### config.mk
export PLATFORM = sky130hd
export DESIGN_NAME = arm_data_processing_alu_top_flat
export DESIGN_NICKNAME = d
export VERILOG_FILES = /design/src/rtl/adp_pkg.sv /design/src/rtl/adp_intf.sv /design/src/rtl/adp_shifter.sv /design/src/rtl/adp_alu.sv /design/src/rtl/arm_data_processing_alu_top.sv /design/src/flat_wrapper.sv
export VERILOG_INCLUDE_DIRS = /design/src /design/src/rtl
export SDC_FILE = /design/constraint.sdc
export NUM_CORES = 1
export LEC_CHECK = 0
export ABC_CLOCK_PERIOD_IN_PS = 12900
export BUFFER_PORTS_ARGS = -buffer_cell sky130_fd_sc_hd__buf_4
export CAP_MARGIN = 20
export CORE_MARGIN = 1.5
export CORE_UTILIZATION = 45
export DETAILED_ROUTE_END_ITERATION = 7
export GPL_TIMING_DRIVEN = 0
export MAX_ROUTING_LAYER = met4
export SYNTH_ARGS = -nofsm -noshare
export SYNTH_HDL_FRONTEND = slang
export SYNTH_SLANG_ARGS = --single-unit
### constraint.sdc
create_clock -name i_clk -period 12.9 [get_ports i_clk]
set_input_delay 0.645 -clock i_clk [delete_from_list [all_inputs] [get_ports i_clk]]
set_output_delay 0.645 -clock i_clk [all_outputs]
set_load 0.01 [all_outputs]
### src/rtl/arm_data_processing_alu_top_macros.svh
// Assertion macros shared by the RTL.
// ADP_ASSERT is checked only outside reset; ADP_ASSERT_RST is checked always.
`ifndef ARM_DATA_PROCESSING_ALU_TOP_MACROS_SVH
`define ARM_DATA_PROCESSING_ALU_TOP_MACROS_SVH

`ifndef ASSERT_OFF
`define ADP_ASSERT(label, prop, msg) \
    label: assert property (@(posedge i_clk) disable iff (!i_rst_n) prop) else $error(msg);
`define ADP_ASSERT_RST(label, prop, msg) \
    label: assert property (@(posedge i_clk) prop) else $error(msg);
`else
`define ADP_ASSERT(label, prop, msg)
`define ADP_ASSERT_RST(label, prop, msg)
`endif

`endif

### src/rtl/adp_pkg.sv
package adp_pkg;

    localparam int DATA_W  = 32;
    localparam int AMT_W   = 8;
    localparam int SH_W    = $clog2(DATA_W);
    localparam int FLAGS_W = 4;
    localparam int REG_W   = 4;

    // NZCV bit positions
    localparam int FLAG_N = 3;
    localparam int FLAG_Z = 2;
    localparam int FLAG_C = 1;
    localparam int FLAG_V = 0;

    // Data-processing opcodes handled here
    typedef enum logic [3:0] {
        OP_AND = 4'd0,
        OP_EOR = 4'd1,
        OP_SUB = 4'd2,
        OP_RSB = 4'd3,
        OP_ADD = 4'd4,
        OP_TST = 4'd8,
        OP_TEQ = 4'd9,
        OP_CMP = 4'd10,
        OP_ORR = 4'd12,
        OP_MOV = 4'd13
    } t_opcode;

    typedef enum logic [1:0] {
        SH_LSL = 2'd0,
        SH_LSR = 2'd1,
        SH_ASR = 2'd2,
        SH_ROR = 2'd3
    } t_shift;

    // Barrel shifter request
    typedef struct packed {
        logic [DATA_W-1:0] value;
        t_shift            kind;
        logic [AMT_W-1:0]  amount;
        logic              cin;
    } t_shift_req;

    // ALU answer
    typedef struct packed {
        logic [DATA_W-1:0] res;
        logic              carry;
        logic              wr_en;
        logic              illegal;
    } t_alu_res;

endpackage

### src/rtl/adp_intf.sv
// Input word: instruction and operands
interface adp_in_if;
    logic                                valid;
    logic                                ready;
    logic [adp_pkg::DATA_W-1:0]          instruction;
    logic [adp_pkg::DATA_W-1:0]          rn_value;
    logic [adp_pkg::DATA_W-1:0]          rm_value;
    logic [adp_pkg::DATA_W-1:0]          rs_value;
    logic [adp_pkg::FLAGS_W-1:0]         flags_in;

    modport source (output valid, instruction, rn_value, rm_value, rs_value, flags_in,
                    input ready);
    modport sink   (input valid, instruction, rn_value, rm_value, rs_value, flags_in,
                    output ready);
endinterface

// Output word: writeback and flags
interface adp_out_if;
    logic                                valid;
    logic                                ready;
    logic [adp_pkg::DATA_W-1:0]          result_value;
    logic [adp_pkg::REG_W-1:0]           dest_index;
    logic                                write_enable;
    logic [adp_pkg::FLAGS_W-1:0]         flags_out;
    logic                                illegal_op;

    modport source (output valid, result_value, dest_index, write_enable, flags_out,
                    illegal_op, input ready);
    modport sink   (input valid, result_value, dest_index, write_enable, flags_out,
                    illegal_op, output ready);
endinterface

### src/rtl/adp_shifter.sv
module adp_shifter (
    input  adp_pkg::t_shift_req          i_req,
    output logic [adp_pkg::DATA_W-1:0]   o_opnd,
    output logic                         o_carry
);

    localparam int DW = adp_pkg::DATA_W;
    localparam int SW = adp_pkg::SH_W;
    localparam int AW = adp_pkg::AMT_W;

    logic [DW-1:0]   v;
    logic [SW-1:0]   sh;
    logic            sign;
    logic            big;
    logic            eq_w;
    logic [DW:0]     ext;
    logic [2*DW-1:0] dbl;

    assign v    = i_req.value;
    assign sh   = i_req.amount[SW-1:0];
    assign sign = v[DW-1];
    assign big  = |i_req.amount[AW-1:SW];
    assign eq_w = (i_req.amount == AW'(DW));

    // Shift by amount, with ARM rules for zero and for amounts of a word or more
    always_comb begin
        ext     = '0;
        dbl     = '0;
        o_opnd  = v;
        o_carry = i_req.cin;
        if (i_req.amount != '0) begin
            case (i_req.kind)
                adp_pkg::SH_LSL: begin
                    ext = {1'b0, v} << sh;
                    if (big) begin
                        o_opnd  = '0;
                        o_carry = eq_w ? v[0] : 1'b0;
                    end else begin
                        o_opnd  = ext[DW-1:0];
                        o_carry = ext[DW];
                    end
                end
                adp_pkg::SH_LSR: begin
                    ext = {v, 1'b0} >> sh;
                    if (big) begin
                        o_opnd  = '0;
                        o_carry = eq_w ? sign : 1'b0;
                    end else begin
                        o_opnd  = ext[DW:1];
                        o_carry = ext[0];
                    end
                end
                adp_pkg::SH_ASR: begin
                    ext = $unsigned($signed({v, 1'b0}) >>> sh);
                    if (big) begin
                        o_opnd  = {DW{sign}};
                        o_carry = sign;
                    end else begin
                        o_opnd  = ext[DW:1];
                        o_carry = ext[0];
                    end
                end
                adp_pkg::SH_ROR: begin
                    dbl = {v, v} >> sh;
                    if (sh == '0) begin
                        o_opnd  = v;
                        o_carry = sign;
                    end else begin
                        o_opnd  = dbl[DW-1:0];
                        o_carry = dbl[DW-1];
                    end
                end
                default: begin
                    o_opnd  = v;
                    o_carry = i_req.cin;
                end
            endcase
        end
    end

endmodule

### src/rtl/adp_alu.sv
module adp_alu (
    input  logic [3:0]                   i_opcode,
    input  logic [adp_pkg::DATA_W-1:0]   i_rn,
    input  logic [adp_pkg::DATA_W-1:0]   i_opnd,
    input  logic                         i_shift_carry,
    input  logic                         i_cin,
    output adp_pkg::t_alu_res            o_res
);

    localparam int DW = adp_pkg::DATA_W;

    logic [DW:0]     sum;
    logic [DW:0]     diff;
    logic [DW:0]     rdiff;
    adp_pkg::t_opcode op;

    assign op = adp_pkg::t_opcode'(i_opcode);

    // One adder per direction; carry out of a subtract is no-borrow
    assign sum   = {1'b0, i_rn} + {1'b0, i_opnd};
    assign diff  = {1'b0, i_rn} + {1'b0, ~i_opnd} + (DW+1)'(1);
    assign rdiff = {1'b0, i_opnd} + {1'b0, ~i_rn} + (DW+1)'(1);

    always_comb begin
        o_res.res     = '0;
        o_res.carry   = i_cin;
        o_res.wr_en   = 1'b1;
        o_res.illegal = 1'b0;
        case (op)
            adp_pkg::OP_AND: begin
                o_res.res   = i_rn & i_opnd;
                o_res.carry = i_shift_carry;
            end
            adp_pkg::OP_EOR: begin
                o_res.res   = i_rn ^ i_opnd;
                o_res.carry = i_shift_carry;
            end
            adp_pkg::OP_SUB: begin
                o_res.res   = diff[DW-1:0];
                o_res.carry = diff[DW];
            end
            adp_pkg::OP_RSB: begin
                o_res.res   = rdiff[DW-1:0];
                o_res.carry = rdiff[DW];
            end
            adp_pkg::OP_ADD: begin
                o_res.res   = sum[DW-1:0];
                o_res.carry = sum[DW];
            end
            adp_pkg::OP_TST: begin
                o_res.res   = i_rn & i_opnd;
                o_res.carry = i_shift_carry;
                o_res.wr_en = 1'b0;
            end
            adp_pkg::OP_TEQ: begin
                o_res.res   = i_rn ^ i_opnd;
                o_res.carry = i_shift_carry;
                o_res.wr_en = 1'b0;
            end
            adp_pkg::OP_CMP: begin
                o_res.res   = diff[DW-1:0];
                o_res.carry = diff[DW];
                o_res.wr_en = 1'b0;
            end
            adp_pkg::OP_ORR: begin
                o_res.res   = i_rn | i_opnd;
                o_res.carry = i_shift_carry;
            end
            adp_pkg::OP_MOV: begin
                o_res.res   = i_opnd;
                o_res.carry = i_shift_carry;
            end
            default: begin
                o_res.wr_en   = 1'b0;
                o_res.illegal = 1'b1;
            end
        endcase
    end

endmodule

### src/rtl/arm_data_processing_alu_top.sv
// Data-processing execute unit with barrel shifter.
// i_in carries one instruction word with Rn, Rm, Rs values and the current
// NZCV flags; o_out returns the Rd value, Rd number, write enable, new flags
// and an illegal-opcode mark. Both channels move a word when valid and ready
// are high at a rising edge of i_clk.
// An accepted word passes four register stages (operand select, barrel
// shift, ALU, flag/writeback register), the first loaded at acceptance, and
// o_out.valid rises when it reaches the last. One word per cycle while the
// output is not stalled; the four register stages move together, so one
// word can enter every cycle that the pipe advances.
// Each stage's valid bit travels with its data. When the receiver holds
// o_out.ready low with a word waiting, the whole pipe freezes and i_in.ready
// drops; nothing is lost or repeated. Bubbles in the pipe are not squeezed
// out: while the output stage is empty, all stages advance together.
// Reset (i_rst_n low, synchronous) clears all stage valid bits; the pipe is
// empty and ready as soon as reset is released.
// TST, TEQ, CMP and illegal opcodes give write_enable 0 and result 0; flags
// change only when the S bit is set, and V always passes through.
`include "arm_data_processing_alu_top_macros.svh"

module arm_data_processing_alu_top (
    input  logic             i_clk,
    input  logic             i_rst_n,
    adp_in_if.sink           i_in,
    adp_out_if.source        o_out
);

    localparam int DW = adp_pkg::DATA_W;
    localparam int AW = adp_pkg::AMT_W;
    localparam int FW = adp_pkg::FLAGS_W;
    localparam int RW = adp_pkg::REG_W;

    logic en;

    // stage 1: operand select
    logic                  r_v1;
    logic [3:0]            r_op1;
    logic                  r_s1;
    logic [RW-1:0]         r_rd1;
    logic [DW-1:0]         r_rn1;
    logic [FW-1:0]         r_fin1;
    adp_pkg::t_shift_req   r_req1;
    adp_pkg::t_shift_req   n_req1;

    // stage 2: shifted operand
    logic                  r_v2;
    logic [3:0]            r_op2;
    logic                  r_s2;
    logic [RW-1:0]         r_rd2;
    logic [DW-1:0]         r_rn2;
    logic [FW-1:0]         r_fin2;
    logic [DW-1:0]         r_opnd2;
    logic                  r_sc2;
    logic [DW-1:0]         n_opnd2;
    logic                  n_sc2;

    // stage 3: ALU result
    logic                  r_v3;
    logic                  r_s3;
    logic [RW-1:0]         r_rd3;
    logic [FW-1:0]         r_fin3;
    adp_pkg::t_alu_res     r_alu3;
    adp_pkg::t_alu_res     n_alu3;

    // stage 4: output word
    logic                  r_v4;
    logic [DW-1:0]         r_res4;
    logic [RW-1:0]         r_rd4;
    logic                  r_we4;
    logic [FW-1:0]         r_flags4;
    logic                  r_ill4;
    logic [FW-1:0]         n_flags4;

    // Whole pipe advances unless a finished word is held at the output
    assign en         = !r_v4 || o_out.ready;
    assign i_in.ready = en;

    // Operand 2 source: rotated immediate or shifted Rm
    always_comb begin
        n_req1.cin = i_in.flags_in[adp_pkg::FLAG_C];
        if (i_in.instruction[25]) begin
            n_req1.value  = DW'(i_in.instruction[7:0]);
            n_req1.kind   = adp_pkg::SH_ROR;
            n_req1.amount = AW'({i_in.instruction[11:8], 1'b0});
        end else begin
            n_req1.value  = i_in.rm_value;
            n_req1.kind   = adp_pkg::t_shift'(i_in.instruction[6:5]);
            n_req1.amount = i_in.instruction[4] ? i_in.rs_value[AW-1:0]
                                                : AW'(i_in.instruction[11:7]);
        end
    end

    adp_shifter u_shifter (
        .i_req   (r_req1),
        .o_opnd  (n_opnd2),
        .o_carry (n_sc2)
    );

    adp_alu u_alu (
        .i_opcode      (r_op2),
        .i_rn          (r_rn2),
        .i_opnd        (r_opnd2),
        .i_shift_carry (r_sc2),
        .i_cin         (r_fin2[adp_pkg::FLAG_C]),
        .o_res         (n_alu3)
    );

    // Flag update: only with S set on a legal opcode
    always_comb begin
        n_flags4 = r_fin3;
        if (r_s3 && !r_alu3.illegal) begin
            n_flags4[adp_pkg::FLAG_N] = r_alu3.res[DW-1];
            n_flags4[adp_pkg::FLAG_Z] = (r_alu3.res == '0);
            n_flags4[adp_pkg::FLAG_C] = r_alu3.carry;
        end
    end

    // Stage valid bits
    always_ff @(posedge i_clk) begin
        if (!i_rst_n) begin
            r_v1 <= 1'b0;
            r_v2 <= 1'b0;
            r_v3 <= 1'b0;
            r_v4 <= 1'b0;
        end else if (en) begin
            r_v1 <= i_in.valid;
            r_v2 <= r_v1;
            r_v3 <= r_v2;
            r_v4 <= r_v3;
        end
    end

    // Stage payload
    always_ff @(posedge i_clk) begin
        if (en) begin
            r_op1    <= i_in.instruction[24:21];
            r_s1     <= i_in.instruction[20];
            r_rd1    <= i_in.instruction[15:12];
            r_rn1    <= i_in.rn_value;
            r_fin1   <= i_in.flags_in;
            r_req1   <= n_req1;

            r_op2    <= r_op1;
            r_s2     <= r_s1;
            r_rd2    <= r_rd1;
            r_rn2    <= r_rn1;
            r_fin2   <= r_fin1;
            r_opnd2  <= n_opnd2;
            r_sc2    <= n_sc2;

            r_s3     <= r_s2;
            r_rd3    <= r_rd2;
            r_fin3   <= r_fin2;
            r_alu3   <= n_alu3;

            r_res4   <= r_alu3.wr_en ? r_alu3.res : '0;
            r_rd4    <= r_rd3;
            r_we4    <= r_alu3.wr_en;
            r_flags4 <= n_flags4;
            r_ill4   <= r_alu3.illegal;
        end
    end

    assign o_out.valid        = r_v4;
    assign o_out.result_value = r_res4;
    assign o_out.dest_index   = r_rd4;
    assign o_out.write_enable = r_we4;
    assign o_out.flags_out    = r_flags4;
    assign o_out.illegal_op   = r_ill4;

    `ADP_ASSERT(a_illegal_no_write,
        o_out.valid && o_out.illegal_op |-> !o_out.write_enable && o_out.result_value == '0,
        "illegal opcode produced a register write")
    `ADP_ASSERT(a_nowrite_zero,
        o_out.valid && !o_out.write_enable |-> o_out.result_value == '0,
        "result not zero without write enable")
    `ADP_ASSERT(a_stall_keeps_alu,
        r_v3 && !en |=> r_v3 && $stable(r_alu3),
        "ALU stage word lost during stall")
    `ADP_ASSERT_RST(a_reset_empties,
        !i_rst_n |=> !o_out.valid && !r_v1,
        "pipe not empty after reset")

endmodule

### src/flat_wrapper.sv
// flat-port wrapper written by rule: the top's interface ports become plain ports
module arm_data_processing_alu_top_flat 
  (i_clk, i_rst_n, i_in_valid, i_in_instruction, i_in_rn_value, i_in_rm_value, i_in_rs_value, i_in_flags_in, i_in_ready, o_out_valid, o_out_result_value, o_out_dest_index, o_out_write_enable, o_out_flags_out, o_out_illegal_op, o_out_ready);
  adp_in_if i_in_i ();
  adp_out_if o_out_i ();
  input  logic i_clk;
  input  logic i_rst_n;
  input wire logic [$bits(i_in_i.valid)-1:0] i_in_valid;
  input wire logic [$bits(i_in_i.instruction)-1:0] i_in_instruction;
  input wire logic [$bits(i_in_i.rn_value)-1:0] i_in_rn_value;
  input wire logic [$bits(i_in_i.rm_value)-1:0] i_in_rm_value;
  input wire logic [$bits(i_in_i.rs_value)-1:0] i_in_rs_value;
  input wire logic [$bits(i_in_i.flags_in)-1:0] i_in_flags_in;
  output wire logic [$bits(i_in_i.ready)-1:0] i_in_ready;
  output wire logic [$bits(o_out_i.valid)-1:0] o_out_valid;
  output wire logic [$bits(o_out_i.result_value)-1:0] o_out_result_value;
  output wire logic [$bits(o_out_i.dest_index)-1:0] o_out_dest_index;
  output wire logic [$bits(o_out_i.write_enable)-1:0] o_out_write_enable;
  output wire logic [$bits(o_out_i.flags_out)-1:0] o_out_flags_out;
  output wire logic [$bits(o_out_i.illegal_op)-1:0] o_out_illegal_op;
  input wire logic [$bits(o_out_i.ready)-1:0] o_out_ready;
  assign i_in_i.valid = i_in_valid;
  assign i_in_i.instruction = i_in_instruction;
  assign i_in_i.rn_value = i_in_rn_value;
  assign i_in_i.rm_value = i_in_rm_value;
  assign i_in_i.rs_value = i_in_rs_value;
  assign i_in_i.flags_in = i_in_flags_in;
  assign i_in_ready = i_in_i.ready;
  assign o_out_valid = o_out_i.valid;
  assign o_out_result_value = o_out_i.result_value;
  assign o_out_dest_index = o_out_i.dest_index;
  assign o_out_write_enable = o_out_i.write_enable;
  assign o_out_flags_out = o_out_i.flags_out;
  assign o_out_illegal_op = o_out_i.illegal_op;
  assign o_out_i.ready = o_out_ready;
  arm_data_processing_alu_top u_core (.i_clk(i_clk), .i_rst_n(i_rst_n), .i_in(i_in_i), .o_out(o_out_i));
endmodule
After elaboration in Yosys (flattened, before gate mapping)

Cells that the tools add are included.

Input bits: 136
Output and inout bits: 44
Word-level logic and storage cells: 99
Register bits after elaboration: 256

Muxes and demuxes: 20
Shifts and indexed selects: 4
Bitwise gates (word level): 6
$add $sub $neg: 5
Reduce and logical (&&, ||, !) cells: 16
Eq/ne operators: 13

Operators with widths:

| kind                                          | count |
|---|---|
| case mux 33 bit (7 select lines)              | 1 |
| two-way mux 32 bit                            | 5 |
| case mux 32 bit (4 select lines)              | 1 |
| adder 32 x 32 -> 33 bit                       | 3 |
| adder 33 x 1 -> 33 bit, second input constant | 2 |
| inverter 32 bit                               | 2 |
| right shift 64 x 5 -> 32 bit                  | 1 |
| left shift 32 x 5 -> 33 bit                   | 1 |
| right shift 33 x 5 -> 33 bit                  | 1 |
| >>> shifter 33 x 5 -> 33 bit                  | 1 |
| bitwise AND 32 bit                            | 1 |
| zero test 32 bit                              | 1 |
| bitwise OR 32 bit                             | 1 |
| XOR 32 bit                                    | 1 |
| == test 4 bit, second input constant          | 5 |
| two-way mux 18 bit                            | 1 |
| OR reduction 10 bit                           | 1 |
| two-way mux 1 bit                             | 9 |
| == test 4 x 2 -> 1 bit, second input constant | 2 |
| == test 8 x 6 -> 1 bit, second input constant | 1 |
| two-way mux 8 bit                             | 1 |
| nonzero test 8 bit                            | 1 |
| OR reduction 2 bit                            | 4 |
| OR reduction 7 bit                            | 1 |
| other kinds (14)                              | 16 |

Depth between registers and ports, before layout

Gate-level depths: netlist (run 1).

Word-level depth: 5
Gate-level depth with buffers: 14
Depth with buffers taken out: 13

By module

Synthesis (run 1) repeated with hierarchy kept, for this count alone.

Cell total of the unflattened synthesis: 2197
Area total of the unflattened synthesis: 21236.6 µm²

Modules (own cells, without submodules):

| module                      | times used | area an instance (µm²) | seq. area each (µm²) | cells an instance |
|---|---|---|---|---|
| arm_data_processing_alu_top | 1          | 8436.8                 | 7617.3               | 364 |
| adp_alu                     | 1          | 7129.3                 | 0.0                  | 1074 |
| adp_shifter                 | 1          | 5670.4                 | 0.0                  | 759 |

Least setup slack after synthesis (run 1)

OpenSTA, ideal clock, no wires.

Path type: input to output
Start: in o_out_ready
End: out i_in_ready
Required time: 12255 ps
Arrival: 5737 ps
Cell stages on the path: 3
Buffers on the path: 1
Slack: 6518 ps
Path through: nor2b_1 clkbuf_1 inv_1

Longest elaborated chain between the ends: 1

RTL lines:

| item             | line                              | RTL |
|---|---|---|
| from (decl)      | flat_wrapper.sv:21                | `input wire logic [$bits(o_out_i.ready)-1:0] o_out_ready;` |
| logical OR 1 bit | arm_data_processing_alu_top.sv:75 | `assign en = !r_v4 \|\| o_out.ready;` |
| to (decl)        | flat_wrapper.sv:14                | `output wire logic [$bits(i_in_i.ready)-1:0] i_in_ready;` |

No other way between the ends.

==> summary.md, run 1 <==
| Metric | Value |
|---|---|
| Req. time, crit path | `13.27 ns` |
| Combinational family with the most area after synthesis | `compound AO/OA/AOI/OAI gates` |
| Aggregate routed wire length | `85,600 um` |
| Routed WL per cell | `28.5 um` |
| DRT Pass-1 Iters | `8` |
| Slew margin rel. | `24.5%` |
| Die X | `217 um` |
| Post-synthesis compound-gate area fraction | `23.1%` |
| Top sig layer | `met4` |
| Largest stage delay on the critical path | `0.62 ns` |
| Pwr dens | `139 mW/mm2` |
| Clock Sinks | `255` |
| Number of port buffers | `144` |
| Gr usage total | `36.9%` |
| # diodes | `0` |
| Final hold violations | `0` |
| Placed Cells | `2,955` |
| Clock-pin slew on the worst setup and hold paths | `0.07 ns` |
| Top_reg_cell synth | `edfxtp_1` |
| CP startpoint kind | `register` |
| Post-synth EDFFs | `251` |
| Syn Inst Count | `2,208` |
| Critical path class | `reg -> reg` |
| Crit Reg-Reg Endpoint | `u_core.r_alu3[24]` |
| Syn_area_per_cell | `9.32 um2` |
| Metal-1 WL | `31,100 um` |
| GRT Residual Overflow | `0` |
| Mapped Area | `0.0206 mm2` |
| Top Family by Delay on Critical Path | `compound AO/OA/AOI/OAI gates` |
| Cell Chain, Critical Path | `inv_1, ha_1, nor2_1, o221ai_1, a21oi_1, a31oi_1, nand2_1, a22oi_1, and3_1, mux2_2, o221ai_1` |
| Vert. Die Dim | `217 um` |
| Peak VDD IR | `0.111 mV` |
| Hold Buf Count CTS | `0` |
| Seq cells post-synth | `255` |
| Critical Path AT | `4.56 ns` |
| Top fanout value on the critical path | `7` |
| Starting density of the core | `45.5%` |
| Setup-failing EPs final | `0` |
| Routed met2 length | `40,300 um` |
| Hold depth | `1` |
| Setup TNS | `0 ns` |
| RSZ-0062 raised after global routing | `no` |
| Slowest CP cell | `a21oi_1` |
| Number of global-route vias before repair | `19.2k` |
| Via count | `19.7k` |
| Final cell count without fillers | `3,009` |
| Tcrit/Tclk final | `32.4%` |
| First-pass GRT wire length | `124,000 um` |
| Initial DRC count | `2,277` |
| Rows | `78` |
| Lkg Pwr | `9.33 nW` |
| Root Buffer | `clkbuf_16` |
| FF-to-FF path depth | `11` |
| MaxCap Viol Count | `0` |
| Minimum clock period | `4.18 ns` |
| Endpoint, Worst Hold | `u_core.r_rn1[17]` |
| Area leader, netlist | `edfxtp_1` |
| Slew @ Worst Pin | `1.12 ns` |
| Syn Nets | `2,483` |
| Met3 routed WL | `7010 um` |
| Post-cts repair resize count | `0` |
| DRC Markers | `0` |
| Maximum clock path buffer count | `3` |
| Unique cell type count in the Yosys netlist | `99` |
| Routability Congestion | `1.04` |
| Max Freq | `0.239 GHz` |
| Antenna violations before repair | `0` |
| Hold Crit Class | `in -> reg` |
| Slew Limit Fails | `0` |
| Post-CTS setup buffer count | `0` |
| Nets | `2,662` |
| Outcome | `finished clean` |
| Mux cell area share after synthesis | `10.5%` |
| Skew-Pair Late Insertion Delay | `0.60 ns` |
| Die area | `0.0470 mm2` |
| CTS tree | `yes` |
| Via density per instance | `6.53` |
| Layout area overhead | `13.7%` |
| Adder-Cell Fraction of Synth Area | `8.56%` |
| CTS Buf Count | `29` |
| Setup slack, reg-to-reg | `8.72 ns` |
| Hold Startpoint | `i_in_rn_value[17]` |
| R2r startpoint | `u_core.r_opnd2[1]` |
| Post-Synth Simple-Gate Area | `15.3%` |
| CP bufs+invs | `1` |
| Io pins | `180` |
| Synth area leaders | `edfxtp_1 (37%), ha_1 (8.3%), mux4_2 (4.9%)` |
| Core area | `0.0453 mm2` |
| Clock skew | `0.0274 ns` |
| ANT nets after route | `0` |
| YS warnings | `0` |
| Crit path top cell by count | `o221ai_1` |
| Share of synthesized registers carrying an async set or reset | `0%` |
| Share of the yosys chip area belonging to registers | `37.0%` |
| Crit path capture type | `register` |
| XOR/XNOR Fraction of Synth Area | `0.255%` |
| H-tree lvl count | `1` |
| Synth top area share | `36.6%` |
| Final HPWL DP | `66,500 um` |
| Largest net degree at the start of global routing | `134` |
| Layout cells sized above 1 | `14.4%` |
-- metrics by stage --
stage          power (W)  cell area, um2  hold WS (ns)  setup WS (ns)  utilization [%]
6_report         0.00326           23400         0.218           8.72             51.7
5_1_grt          0.00339           23400         0.196           8.70             51.7
4_1_cts          0.00323           23400         0.182           8.88             51.7
3_5_place_dp     0.00241           22500         0.405           8.97             49.6
3_3_place_gp     0.00240           22400         0.401           4.29             49.5
2_1_floorplan    0.00194           20600         0.400           6.52                -
-- report_power, final --
part           switching, W  total [W]  leakage, nW  internal, W
combinational      0.000847    0.00130         6.08     0.000457
clock              0.000343   0.000811        0.448     0.000469
sequential        0.0000987    0.00114         2.80      0.00105
total               0.00129    0.00326         9.33      0.00197
-- routing by layer --
layer  vias up  GRT usage (%)
li1       8648              -
met1      9421           41.2
met2      1238           61.0
met3       353           5.77
met4         0           24.8
met5         -              -
-- cell families after synthesis --
family | count (synthesis)
compound gates | 714
simple gates | 668
fa+ha+maj | 139
xor+xnor | 6
flops | 255
mux | 157
buf+inv | 269
-- synthesized netlist by cell type (all sizes together) (23+ instances only) --
master,count
nor2,253
edfxtp,251
a21oi,201
o21ai,156
nand2,138
ha,136
inv,119
clkbuf,99
mux2i,86
nor3,54
buf,49
and2,48
nor2b,48
mux4,45
o211ai,33
a22oi,30
nand3,28
o31ai,28
mux2,26
a211oi,24
a21o,23
-- flip-flops by register name (all words and copies together) (netlist names), 4 cells and up --
register                   cells
u_core.r_rd3                   4
u_core.r_req1                 42
u_core.r_rn1                  32
u_core.o_out.dest_index        4
u_core.r_op2                   4
u_core.r_fin1                  4
u_core.r_rd1                   4
u_core.o_out.result_value     32
u_core.r_opnd2                32
u_core.r_fin3                  4
u_core.r_fin2                  4
u_core.o_out.flags_out         4
u_core.r_rn2                  32
u_core.r_rd2                   4
u_core.r_op1                   4
u_core.r_alu3                 35
-- worst register-to-register path, stage by stage (launching register included) --
cell and delay, ns:
edfxtp_1 0.56, inv_1 0.21, ha_1 0.39, nor2_1 0.24, o221ai_1 0.21, a21oi_1 0.62, a31oi_1 0.34, nand2_1 0.35
a22oi_1 0.23, and3_1 0.31, mux2_2 0.26, o221ai_1 0.24
-- worst max-delay path by stage --
| stage | from | end | slack (ns) | cells past startpoint |
|---|---|---|---|---|
| final | u_core.r_opnd2[1] | u_core.r_alu3[24] | 8.72 | 11 |
| after global routing | u_core.r_req1[9] | u_core.r_opnd2[9] | 8.70 | 9 |
| after CTS | u_core.r_opnd2[1] | u_core.r_alu3[24] | 8.88 | 11 |
| after detailed placement | u_core.r_opnd2[1] | u_core.r_alu3[24] | 8.97 | 11 |
| after global placement | o_out_ready | i_in_ready | 4.29 | 5 |
| after floorplan | o_out_ready | i_in_ready | 6.52 | 3 |
-- placed cells by master, fill, tap and decap left out, drive strengths merged, types with 45 or more instances in the layout --
cell type / synthesis / final
nor2: 253 / 253
edfxtp: 251 / 251
a21oi: 201 / 201
buf: 49 / 197
o21ai: 156 / 156
nand2: 138 / 138
ha: 136 / 136
clkbuf: 99 / 135
inv: 119 / 121
mux2i: 86 / 86
nor3: 54 / 54
nor2b: 48 / 48
and2: 48 / 48
mux4: 45 / 45
-- final cells by class --
type | count | area (um2)
repair buffers | 148 | 1140
clock buffers | 36 | 782
clock inverters | 17 | 151
multi-input cells | 1684 | 11900
inverters | 121 | 462
fillers | 4183 | 21900
plain buffers | 148 | 636
flip-flops and latches | 255 | 7620
well taps | 600 | 751
Power figures use the tool's default switching activity.
==> run 2: changes to the inputs <==
- ABC_AREA: not set -> 1
- ABC_CLOCK_PERIOD_IN_PS: 12900 -> 3500
- PLACE_DENSITY: not set -> 0.65
- clock period: 12.9 -> 3.5 ns (I/O delays scaled with it)
==> summary.md, run 2 <==
| Metric | Value |
|---|---|
| Setup slack, reg-to-reg | `0.30 ns (-8.42 ns)` |
| Maximum clock path buffer count | `3 (unchanged)` |
| CTS tree | `yes` |
| Largest net degree at the start of global routing | `51 (-62%)` |
| Critical Path AT | `3.48 ns (-1.08 ns)` |
| Syn_area_per_cell | `6.80 um2 (-27%)` |
| Post-synth EDFFs | `251 (unchanged)` |
| Internal | `0.00723 W (+270%)` |
| Clk pwr share | `23.3% (-1.6 points)` |
| DRT Pass-1 Iters | `8 (unchanged)` |
| Synth top area share | `34.0% (-2.7 points)` |
| Peak VDD IR | `0.414 mV (+270%)` |
| Max Freq | `0.312 GHz (+31%)` |
| Critical path class | `reg -> reg` |
| Gr usage total | `40.7% (+3.9 points)` |
| Layout area overhead | `18.0%` |
| Max reg flops | `42 (unchanged)` |
| ANT nets after route | `0 (unchanged)` |
| Syn Inst Count | `3,263 (+48%)` |
| Number of port buffers | `145 (+0.69%)` |
| R2r startpoint | `u_core.r_opnd2[1]` |
| Hold Crit Class | `in -> reg` |
| Hold Buf Count CTS | `102 (+102)` |
| Skew-Pair Late Insertion Delay | `0.60 ns (about the same)` |
| Rows | `81 (+3.8%)` |
| Hold depth | `3 (+2)` |
| Share of synthesized registers carrying an async set or reset | `0% (unchanged)` |
| Unique cell type count in the Yosys netlist | `54 (-45%)` |
| Sw frac | `44.2% (+4.6 points)` |
| Top fanout value on the critical path | `5 (-2)` |
| Slew margin rel. | `24.3% (-0.22 points)` |
| Number of global-route vias before repair | `23.8k (+24%)` |
| Register share of total power | `32.4% (-2.7 points)` |
| Routability Congestion | `1.12 (+8.4%)` |
| Post-synth top cells | `nand2_1 (1,139), inv_1 (448), nand3_1 (440)` |
| Vert. Die Dim | `225 um (+3.8%)` |
| Starting density of the core | `45.4% (about the same)` |
| Hold_ws | `0.0332 ns (-0.185 ns)` |
| Core area | `0.0488 mm2 (+7.9%)` |
| Minimum clock period | `3.20 ns (-0.979 ns)` |
| Syn Nets | `3,538 (+42%)` |
| Setup-failing EPs final | `0 (unchanged)` |
| Mapped Area | `0.0222 mm2 (+7.8%)` |
| Biggest register | `u_core.r_req1` |
| Routed WL per cell | `23.9 um (-16%)` |
| Root Buffer | `clkbuf_16` |
| Final HPWL DP | `79,300 um (+19%)` |
| Initial DRC count | `2,836 (+25%)` |
| Lkg Pwr | `13.2 nW (+41%)` |
| First-pass GRT wire length | `147,000 um (+18%)` |
| Io pins | `180 (unchanged)` |
| MaxCap Viol Count | `0 (unchanged)` |
| Nets | `3,820 (+44%)` |
| Via count | `24.5k (+25%)` |
| Post-cts repair resize count | `0 (unchanged)` |
| Top Registers | `u_core.r_req1 (42), u_core.r_alu3 (35)` |
| DRC Markers | `11 (+11)` |
| Req. time, crit path | `3.78 ns (-9.49 ns)` |
| CTS Buf Count | `28 (-3.4%)` |
| Slew Limit Fails | `0 (unchanged)` |
| Outcome | `complete, but fails checks` |
| Clock Sinks | `255 (unchanged)` |
| Commonest non-fill, non-tap cell in the layout | `nand2_1` |
| H-tree lvl count | `1 (unchanged)` |
| Pwr dens | `494 mW/mm2 (+260%)` |
| Aggregate routed wire length | `101,000 um (+18%)` |
| Area leader, netlist | `edfxtp_1` |
| Post-CTS setup buffer count | `0 (unchanged)` |
| Crit path capture type | `register` |
| Tcrit/Tclk final | `91.5% (+59 points)` |
| Top-count cell post-synth | `nand2_1` |
| Clock skew | `0.0422 ns (+0.0148 ns)` |
| Synth area leaders | `edfxtp_1 (34%), nand2_1 (19%), nand3_1 (9.9%)` |
| Die X | `225 um (+3.8%)` |
| Fillcell total | `4,807 (+15%)` |
| Die area | `0.0507 mm2 (+7.7%)` |
| YS warnings | `0 (unchanged)` |
| Overall power | `0.0129 W (+300%)` |
| NetSw | `0.00572 W (+340%)` |
| Most frequent cells in the layout | `nand2_1 (1,139), inv_1 (446), nand3_1 (440), edfxtp_1 (251), nor2_1 (172)` |
| Layout cells sized above 1 | `10.3% (-4.0 points)` |
| Antenna violations before repair | `6 (+6)` |
| Endpoint, Worst Hold | `u_core.r_req1[17]` |
| GRT Residual Overflow | `0 (unchanged)` |
| Hold Startpoint | `i_in_instruction[6]` |
| Seq cells post-synth | `255 (unchanged)` |
| RSZ-0062 raised after global routing | `no` |
| Clock-pin slew on the worst setup and hold paths | `0.07 ns (about the same)` |
| Share of the yosys chip area belonging to registers | `34.3% (-2.7 points)` |
| Slew @ Worst Pin | `1.14 ns (+0.0128 ns)` |
| FF-to-FF path depth | `14 (+3)` |
| Top_reg_cell synth | `edfxtp_1` |
| Combinational power share | `44.3% (+4.3 points)` |
| Final hold violations | `0 (unchanged)` |
| CP startpoint kind | `register` |
| Crit Reg-Reg Endpoint | `u_core.r_alu3[34]` |
| Via density per instance | `5.79 (-11%)` |
| Failing checks | `design-rule violations` |
run 2: worst max path at each step:
stage | cells past startpoint | slack, ns | endpoint | startpoint
floorplan | 3 | -1.25 | u_core.o_out.dest_index[0] | u_core.o_out.valid
global placement | 3 | -2.50 | u_core.r_alu3[6] | u_core.o_out.valid
detailed placement | 14 | 0.51 | u_core.r_alu3[26] | u_core.r_opnd2[1]
CTS | 14 | 0.47 | u_core.r_alu3[26] | u_core.r_opnd2[1]
global route | 14 | 0.26 | u_core.r_alu3[26] | u_core.r_opnd2[1]
finish | 14 | 0.30 | u_core.r_alu3[34] | u_core.r_opnd2[1]
run 2: worst max-delay path: stages (launching register included):
cell,delay (ns)
edfxtp_1,0.54
inv_1,0.23
ha_1,0.43
nor2_1,0.34
nand2_1,0.09
nand2_1,0.21
nand2_1,0.08
nand2_1,0.16
nand2_1,0.17
nand2_2,0.18
nand2_1,0.10
nand2_1,0.08
nand2_1,0.05
nand3_1,0.08
nand4_1,0.16
run 2: logic make-up (layout without fill, tap and decap cells):
group           Yosys count  after routing  share of synthesized area [%]
fa+ha+maj               139            139                           7.94
flops                   255            255                           34.3
simple gates           1927           1927                           37.3
compound gates          344            344                           9.15
mux                       4              4                          0.203
other cells               0              5                              0
buf+inv                 592            896                           11.0
xor+xnor                  2              2                         0.0789
run 2: per-layer routing:
layer	vias to the layer above	share of wire, %	global-route usage, %
li1	11300	-	-
met1	11400	36	44.6
met2	1448	46	66.7
met3	395	8.5	6.35
met4	0	8.9	31.3
met5	-	0	-
run 2: through the flow:
step / TNS, ns / utilization (%) / cells / setup slack, ns / area (um2)
floorplan: -316.61 / - / 3263 / -1.25 / 22200
global placement: -624.26 / 49.4 / 4072 / -2.50 / 24100
detailed placement: 0 / 49.6 / 4077 / 0.514 / 24200
CTS: 0 / 53.6 / 4231 / 0.472 / 26200
global route: 0 / 53.6 / 4236 / 0.260 / 26200
finish: 0 / 53.6 / 4236 / 0.296 / 26200
run 2: area by class of cell:
cell class | instances | area, um2 | area share (%)
Multi-Input combinational cell | 2416 | 12100 | 46.3
Sequential cell | 255 | 7620 | 29.1
Timing Repair Buffer | 252 | 2210 | 8.44
Inverter | 459 | 1730 | 6.61
Tap cell | 664 | 831 | 3.17
Clock buffer | 35 | 758 | 2.90
Buffer | 133 | 724 | 2.77
Clock inverter | 17 | 163 | 0.621
Antenna cell | 5 | 12.5 | 0.0478
run 2: power groups by stage:
| stage | sequential (W) | clock (W) | combinational (W) |
|---|---|---|---|
| after floorplan | 0.00413 | 0 | 0.00344 |
| after global placement | 0.00423 | 0 | 0.00535 |
| after CTS | 0.00418 | 0.00306 | 0.00552 |
| final | 0.00419 | 0.00301 | 0.00574 |
| after global routing | 0.00422 | 0.00314 | 0.00619 |
| after detailed placement | 0.00424 | 0 | 0.00541 |
